### config.mk
export PLATFORM = sky130hd
export DESIGN_NAME = lagrsi_ctrl
export DESIGN_NICKNAME = d
export VERILOG_FILES = /design/src/lagrsi_pkg.sv /design/src/lagrsi_ctrl.sv
export SDC_FILE = /design/constraint.sdc
export NUM_CORES = 1
export LEC_CHECK = 0
export BUFFER_PORTS_ARGS = -buffer_cell sky130_fd_sc_hd__buf_2
export CAP_MARGIN = 10
export CORE_UTILIZATION = 45
export CTS_CLUSTER_SIZE = 20
export DETAILED_ROUTE_END_ITERATION = 10
export GPL_TIMING_DRIVEN = 0
export PLACE_DENSITY = 0.72
export SYNTH_ARGS = -nofsm -noshare
export SYNTH_HDL_FRONTEND = slang
export SYNTH_SLANG_ARGS = --single-unit
### constraint.sdc
create_clock -name clk -period 1.3 [get_ports clk]
set_input_delay 0.065 -clock clk [delete_from_list [all_inputs] [get_ports clk]]
set_output_delay 0.065 -clock clk [all_outputs]
set_load 0.02 [all_outputs]
### src/lagrsi_pkg.sv
// lagrsi_pkg: shared constants and the controller-to-datapath command bundle
// for the Laguerre filter / RSI block; no dependencies

package lagrsi_pkg;

    // default sizes of the sample path
    localparam int SAMPLE_BITS_DEF   = 24;
    localparam int FRACTION_BITS_DEF = 16;

    // damping register, unsigned Q0.16
    localparam int DAMP_BITS = 16;
    localparam logic [DAMP_BITS-1:0] DAMPING_RESET = {1'b1, {(DAMP_BITS-1){1'b0}}};

    // rsi output, Q0.16 with one extra bit so that 1.0 is representable
    localparam int RSI_FRAC = 16;
    localparam int RSI_BITS = RSI_FRAC + 1;
    localparam logic [RSI_BITS-1:0] RSI_ONE = {1'b1, {RSI_FRAC{1'b0}}};

    // cascade length
    localparam int NUM_STAGES = 4;
    localparam int STAGE_IDX_BITS = 2;

    // commands from the controller to the datapath
    typedef struct packed {
        logic                      load;      // capture sample, apply series start
        logic                      diff;      // form stage difference and base
        logic                      mul_lo;    // low partial product
        logic                      mul_hi;    // high partial product, accumulate
        logic                      upd;       // write stage, rotate cascade
        logic [STAGE_IDX_BITS-1:0] stage;     // stage being worked on
        logic                      fin_a;     // pair sums and adjacent differences
        logic                      fin_b;     // weighted sum, up and down totals
        logic                      fin_c;     // set up both dividers
        logic                      div_step;  // one divider step
        logic                      out_load;  // fill the output register
    } lagrsi_cmd_t;

endpackage

### src/lagrsi_ctrl.sv
// lagrsi_ctrl: sequencer for the Laguerre filter / RSI block, drives the
// datapath commands and both channel handshakes; depends on lagrsi_pkg

module lagrsi_ctrl
    import lagrsi_pkg::*;
(
    input  logic        clk,
    input  logic        rst_n,
    input  logic        sample_valid,
    output logic        sample_ready,
    output logic        result_valid,
    input  logic        result_ready,
    output lagrsi_cmd_t cmd
);

    localparam logic [3:0] S_IDLE = 4'd0;
    localparam logic [3:0] S_DIFF = 4'd1;
    localparam logic [3:0] S_MLO  = 4'd2;
    localparam logic [3:0] S_MHI  = 4'd3;
    localparam logic [3:0] S_UPD  = 4'd4;
    localparam logic [3:0] S_FA   = 4'd5;
    localparam logic [3:0] S_FB   = 4'd6;
    localparam logic [3:0] S_FC   = 4'd7;
    localparam logic [3:0] S_DIV  = 4'd8;
    localparam logic [3:0] S_DONE = 4'd9;

    localparam int DIV_CNT_BITS = $clog2(RSI_FRAC);
    localparam logic [DIV_CNT_BITS-1:0] DIV_LAST = DIV_CNT_BITS'(RSI_FRAC - 1);
    localparam logic [STAGE_IDX_BITS-1:0] STAGE_LAST = STAGE_IDX_BITS'(NUM_STAGES - 1);

    logic [3:0]                state_reg, state_next;
    logic [STAGE_IDX_BITS-1:0] stage_reg, stage_next;
    logic [DIV_CNT_BITS-1:0]   div_cnt_reg, div_cnt_next;
    logic                      result_valid_reg, result_valid_next;

    // next state and commands
    always_comb
    begin
        state_next   = state_reg;
        stage_next   = stage_reg;
        div_cnt_next = div_cnt_reg;
        cmd          = '0;
        cmd.stage    = stage_reg;
        case (state_reg)
            S_IDLE:
            begin
                if (sample_valid)
                begin
                    cmd.load   = 1'b1;
                    stage_next = '0;
                    state_next = S_DIFF;
                end
            end
            S_DIFF:
            begin
                cmd.diff   = 1'b1;
                state_next = S_MLO;
            end
            S_MLO:
            begin
                cmd.mul_lo = 1'b1;
                state_next = S_MHI;
            end
            S_MHI:
            begin
                cmd.mul_hi = 1'b1;
                state_next = S_UPD;
            end
            S_UPD:
            begin
                cmd.upd = 1'b1;
                if (stage_reg == STAGE_LAST)
                begin
                    state_next = S_FA;
                end
                else
                begin
                    stage_next = stage_reg + 1'b1;
                    state_next = S_DIFF;
                end
            end
            S_FA:
            begin
                cmd.fin_a  = 1'b1;
                state_next = S_FB;
            end
            S_FB:
            begin
                cmd.fin_b  = 1'b1;
                state_next = S_FC;
            end
            S_FC:
            begin
                cmd.fin_c    = 1'b1;
                div_cnt_next = '0;
                state_next   = S_DIV;
            end
            S_DIV:
            begin
                cmd.div_step = 1'b1;
                if (div_cnt_reg == DIV_LAST)
                begin
                    state_next = S_DONE;
                end
                else
                begin
                    div_cnt_next = div_cnt_reg + 1'b1;
                end
            end
            S_DONE:
            begin
                // wait for the output register to be free
                if (!result_valid_reg || result_ready)
                begin
                    cmd.out_load = 1'b1;
                    state_next   = S_IDLE;
                end
            end
            default:
            begin
                state_next = S_IDLE;
            end
        endcase
    end

    // output valid flag
    always_comb
    begin
        if (cmd.out_load)
        begin
            result_valid_next = 1'b1;
        end
        else if (result_ready)
        begin
            result_valid_next = 1'b0;
        end
        else
        begin
            result_valid_next = result_valid_reg;
        end
    end

    always_ff @(posedge clk or negedge rst_n)
    begin
        if (!rst_n)
        begin
            state_reg        <= S_IDLE;
            stage_reg        <= '0;
            div_cnt_reg      <= '0;
            result_valid_reg <= 1'b0;
        end
        else
        begin
            state_reg        <= state_next;
            stage_reg        <= stage_next;
            div_cnt_reg      <= div_cnt_next;
            result_valid_reg <= result_valid_next;
        end
    end

    assign sample_ready = (state_reg == S_IDLE);
    assign result_valid = result_valid_reg;

endmodule

; After elaboration in Yosys (flattened, before gate mapping)
; Cells that the tools add are included.
[totals]
out_inout_bits = 14
romBits = 0
memories = 0
elab_cells = 55
latchBits = 0
register_bits = 11
ramBits = 0
[classes]
bitwise_logic = 0
eq_ne = 16
mux = 24
shifts = 0
magnitude_cmp = 0
n_addsub = 2
n_reduce_logical = 9
n_div = 0
n_mul = 0
[op_table]
columns = op, count
row1 = case mux 4 bit (10 select lines), 1
row2 = "equality test 4 x 3 -> 1 bit, second input constant", 4
row3 = 2-to-1 mux 4 bit, 4
row4 = 2-to-1 mux 1 bit, 14
row5 = "equality test 4 bit, second input constant", 3
row6 = "inequality test 2 bit, second input constant", 5
row7 = "equality test 4 x 2 -> 1 bit, second input constant", 2
row8 = case mux 4 bit (2 select lines), 1
row9 = AND reduction 3 bit, 2
row10 = nonzero test 2 bit, 3
row11 = "adder 4 x 1 -> 4 bit, second input constant", 1
row12 = "equality test 4 x 1 -> 1 bit, second input constant", 1
row13 = logical NOT 4 bit, 1
row14 = 2-to-1 mux 2 bit, 2
row15 = case mux 2 bit (2 select lines), 1
row16 = 2-to-1 mux 3 bit, 1
row17 = "adder 2 x 1 -> 2 bit, second input constant", 1
row18 = "equality test 2 bit, second input constant", 1
row19 = AND reduction 2 bit, 1
row20 = logical NOT 1 bit, 1
row21 = logical OR 1 bit, 1

; Depth between registers and ports, before layout
[logic_depth]
word_depth = 5
mapped_depth = 5
depth_no_buf = 4

; Worst setup path after synthesis
; Ideal clock, no wire load.
[synth_timing]
path_kind = reg-to-output
start = reg state_reg[0]
end = out cmd[11] (netlist bit)
arrival_time_ns = 1.713
slack_ns = -0.478
path_stages_with_launch = 4
t_required_ns = 1.235
cell_sequence = dfrtp_1 buf_4 nor4_1 and2_1
[synth_rtl]
columns = element, line_no
row1 = from (decl), lagrsi_ctrl.sv:31  ; logic [3:0] state_reg, state_next;
row2 = from (signal assigned), lagrsi_ctrl.sv:154  ; state_reg <= state_next;
row3 = to (decl), lagrsi_ctrl.sv:13  ; output lagrsi_cmd_t cmd

==> impl_results.md <==
- Max Fclk: 642 MHz
- Status: complete, but fails checks
- Post-synthesis average cell area: 9.87 um^2
- Seq/Total Area, Yosys: 38.7%
- Worst Clk Skew: 3.63 ps
- Chip height: 41.7 um
- Routed WL: 1.75 mm
- Via density: 5.40
- Worst r2r src: state_reg[2]$_DFFE_PN0P_
- Core Util, Final: 78.1%
- Largest net degree at the start of global routing: 12
- FF+latch count, synth: 11
- Worst Path Required: 1240 ps
- Top cells by count, synth: dfrtp_1, nand2_1, mux2i_1, nor2_1, nor3_1
- Worst-case vdd ir drop: 1.34 mV
- Pre-CTS setup slack: -179 ps
- Initial core utilization: 51.4%
- WHS Path Cells: 3
- Root Driver: clkbuf_4
- Crit path from: state_reg[2]$_DFFE_PN0P_
- Failing checks: negative setup slack
- Final Power: 2.49 mW
- Total CTS buffers: 3
- Final nets: 114
- Worst-Skew Late Latency: 280 ps
- Die area: 1740 um^2
- Clock sinks: 11
- MaxCap Viol Count: 0
- Total grt overflow: 0
- Cell Pwr Density: 2310 nW/um^2
- CTS tree: built
- Fraction of layout cells with a size suffix above 1: 55.1%
- Clock-pin slew on the worst setup and hold paths: 70 ps
- Die X: 41.7 um
- Iteration-0 DRC Markers: 7
- Most numerous cell in the Yosys netlist: dfrtp_1
- Routed WL per cell: 14.3 um
- Top-area cell type share of the netlist area: 38.7%
- IO buf count: 17
- Initial antenna violation count: 0
- # H-tree levels: 1
- Hold Path Origin: result_ready
- Gpl congestion: 0.692
- FF-to-FF End: div_cnt_reg[2]$_DFFE_PN0P_
- R2R setup slack: -180 ps
- RSZ-0062 raised after global routing: true
- Fin crit share: 120%
- Worst setup margin: -258 ps
- CP Class: reg -> out
- CP endpoint kind: primary output
- Drt pass-1 iters: 4
- HP Class: in -> reg
- Tmin final: 1560 ps
- Core Box Area: 1380 um^2
- Final Hold Fails: 0
- Vias in the first global route: 599
- Area Overhead vs Synth: 51.9%
- GR Util All Layers: 20.9%
- Final cell count without fillers: 122
- Post-synth ARST share: 100%
- Post-synth EDFFs: 0
- Critical Path Fanout Max: 5
- Io pins: 18
- Setup crit start kind: register
- HPWL Detailed: 934 um
- Synthesized netlist cell count: 72
- Antenna Nets Post-Route: 0
- Routed vias: 659
- Setup Viol. Count Final: 18
- Data arrival, critical path: 1490 ps
- Syn. warnings: 0
- Filler instances: 99
- Top_reg_cell synth: dfrtp_1
- Leakage: 0.541 nW
- Ant diodes: 0
- Max_slew headroom: 77.9%
- First-pass GRT wire length: 2.73 mm
- Synth area leaders: dfrtp_1, mux2i_1, nor4b_4
- Yosys cell types: 30
- Max-slew violation count: 0
- Worst-margin pin slew: 330 ps
- Inst Count DP: 104
- FP Rows: 13
- Syn nets: 78
- Hold path endpoint: result_valid$_DFFE_PN0P_
- Cell taking the most area after synthesis: dfrtp_1
- Longest Clk Path Bufs: 2
- Syn Std Cell Area: 711 um^2
- Setup TNS Final: -1980 ps
- # DRC: 0
- Reg2Reg Depth: 5
stage by stage:
stage               area (um^2)  hold WS, ps
finish                     1080          173
global route               1080          218
CTS                         992          133
detailed placement          842        -47.3
global placement            842        -48.3
floorplan                   738         -231
logic make-up (layout without fill, tap and decap cells):
| logic type | count (synthesis) | count (layout) | synth area share [%] |
|---|---|---|---|
| compound gates | 7 | 7 | 7.04 |
| xor+xnor | 1 | 1 | 1.23 |
| fa+ha+maj | 2 | 2 | 3.52 |
| buf+inv | 8 | 43 | 7.04 |
| flops | 11 | 11 | 38.7 |
| mux | 6 | 6 | 8.63 |
| simple gates | 37 | 37 | 33.8 |
where the power goes:
part	internal (mW)	leakage, nW	switching, mW	total [mW]
combinational	0.821	0.388	0.795	1.62
sequential	0.489	0.138	0.145	0.633
clock	0.119	0.0150	0.124	0.244
area by class of cell:
cell class,instances,area (um^2),area share (%)
Sequential cell,11,278,25.7
Clock buffer,4,26.3,2.43
Inverter,3,11.3,1.04
Multi-Input combinational cell,53,457,42.3
Buffer,3,37.5,3.48
Timing Repair Buffer,33,251,23.3
Tap cell,15,18.8,1.74
how the worst max path moves through the flow:
stage,to,slack (ps),cells past startpoint
after floorplan,div_cnt_reg[0]$_DFFE_PN0P_,-130,4
after global placement,cmd[0],-160,5
after detailed placement,cmd[0],-180,5
after CTS,cmd[0],-310,5
after global routing,cmd[0],-290,4
final,cmd[0],-260,4
repair_timing:
action                                 CTS  global route
hold buffers                             1             0
pin swaps                                4             6
cloned                                   0             0
buffers inserted                         8             7
setup endpoints to repair               15            19
gates resized for setup                 18            15
endpoints found under the hold margin   11             0
metal layers:
layer	vias to the layer above	share of wire [%]	track usage, %
met5	-	0	0
met4	0	1.3	9.68
met3	3	3.0	3.04
met2	15	52	35.9
met1	321	44	25.3
li1	320	-	-
critical path, stage by stage, from the launching register on:
cell     delay (ps)
dfrtp_1         390
buf_6           140
or3b_4          420
nor2b_4         140
buf_6           120
layout by cell type, fill, tap and decap left out, types with 2 or more instances in the layout:
cell type	count
buf_2	7
buf_4	20
buf_6	7
clkbuf_4	3
dfrtp_1	9
dfrtp_2	2
ha_1	2
inv_1	2
mux2i_1	4
nand2_1	6
nand2_2	2
nand2b_1	2
nand2b_4	2
nand3_1	3
nor2_1	4
nor2b_1	2
nor3_1	2
nor3_2	3
nor4b_4	2
(Power assumes the default switching activity.)
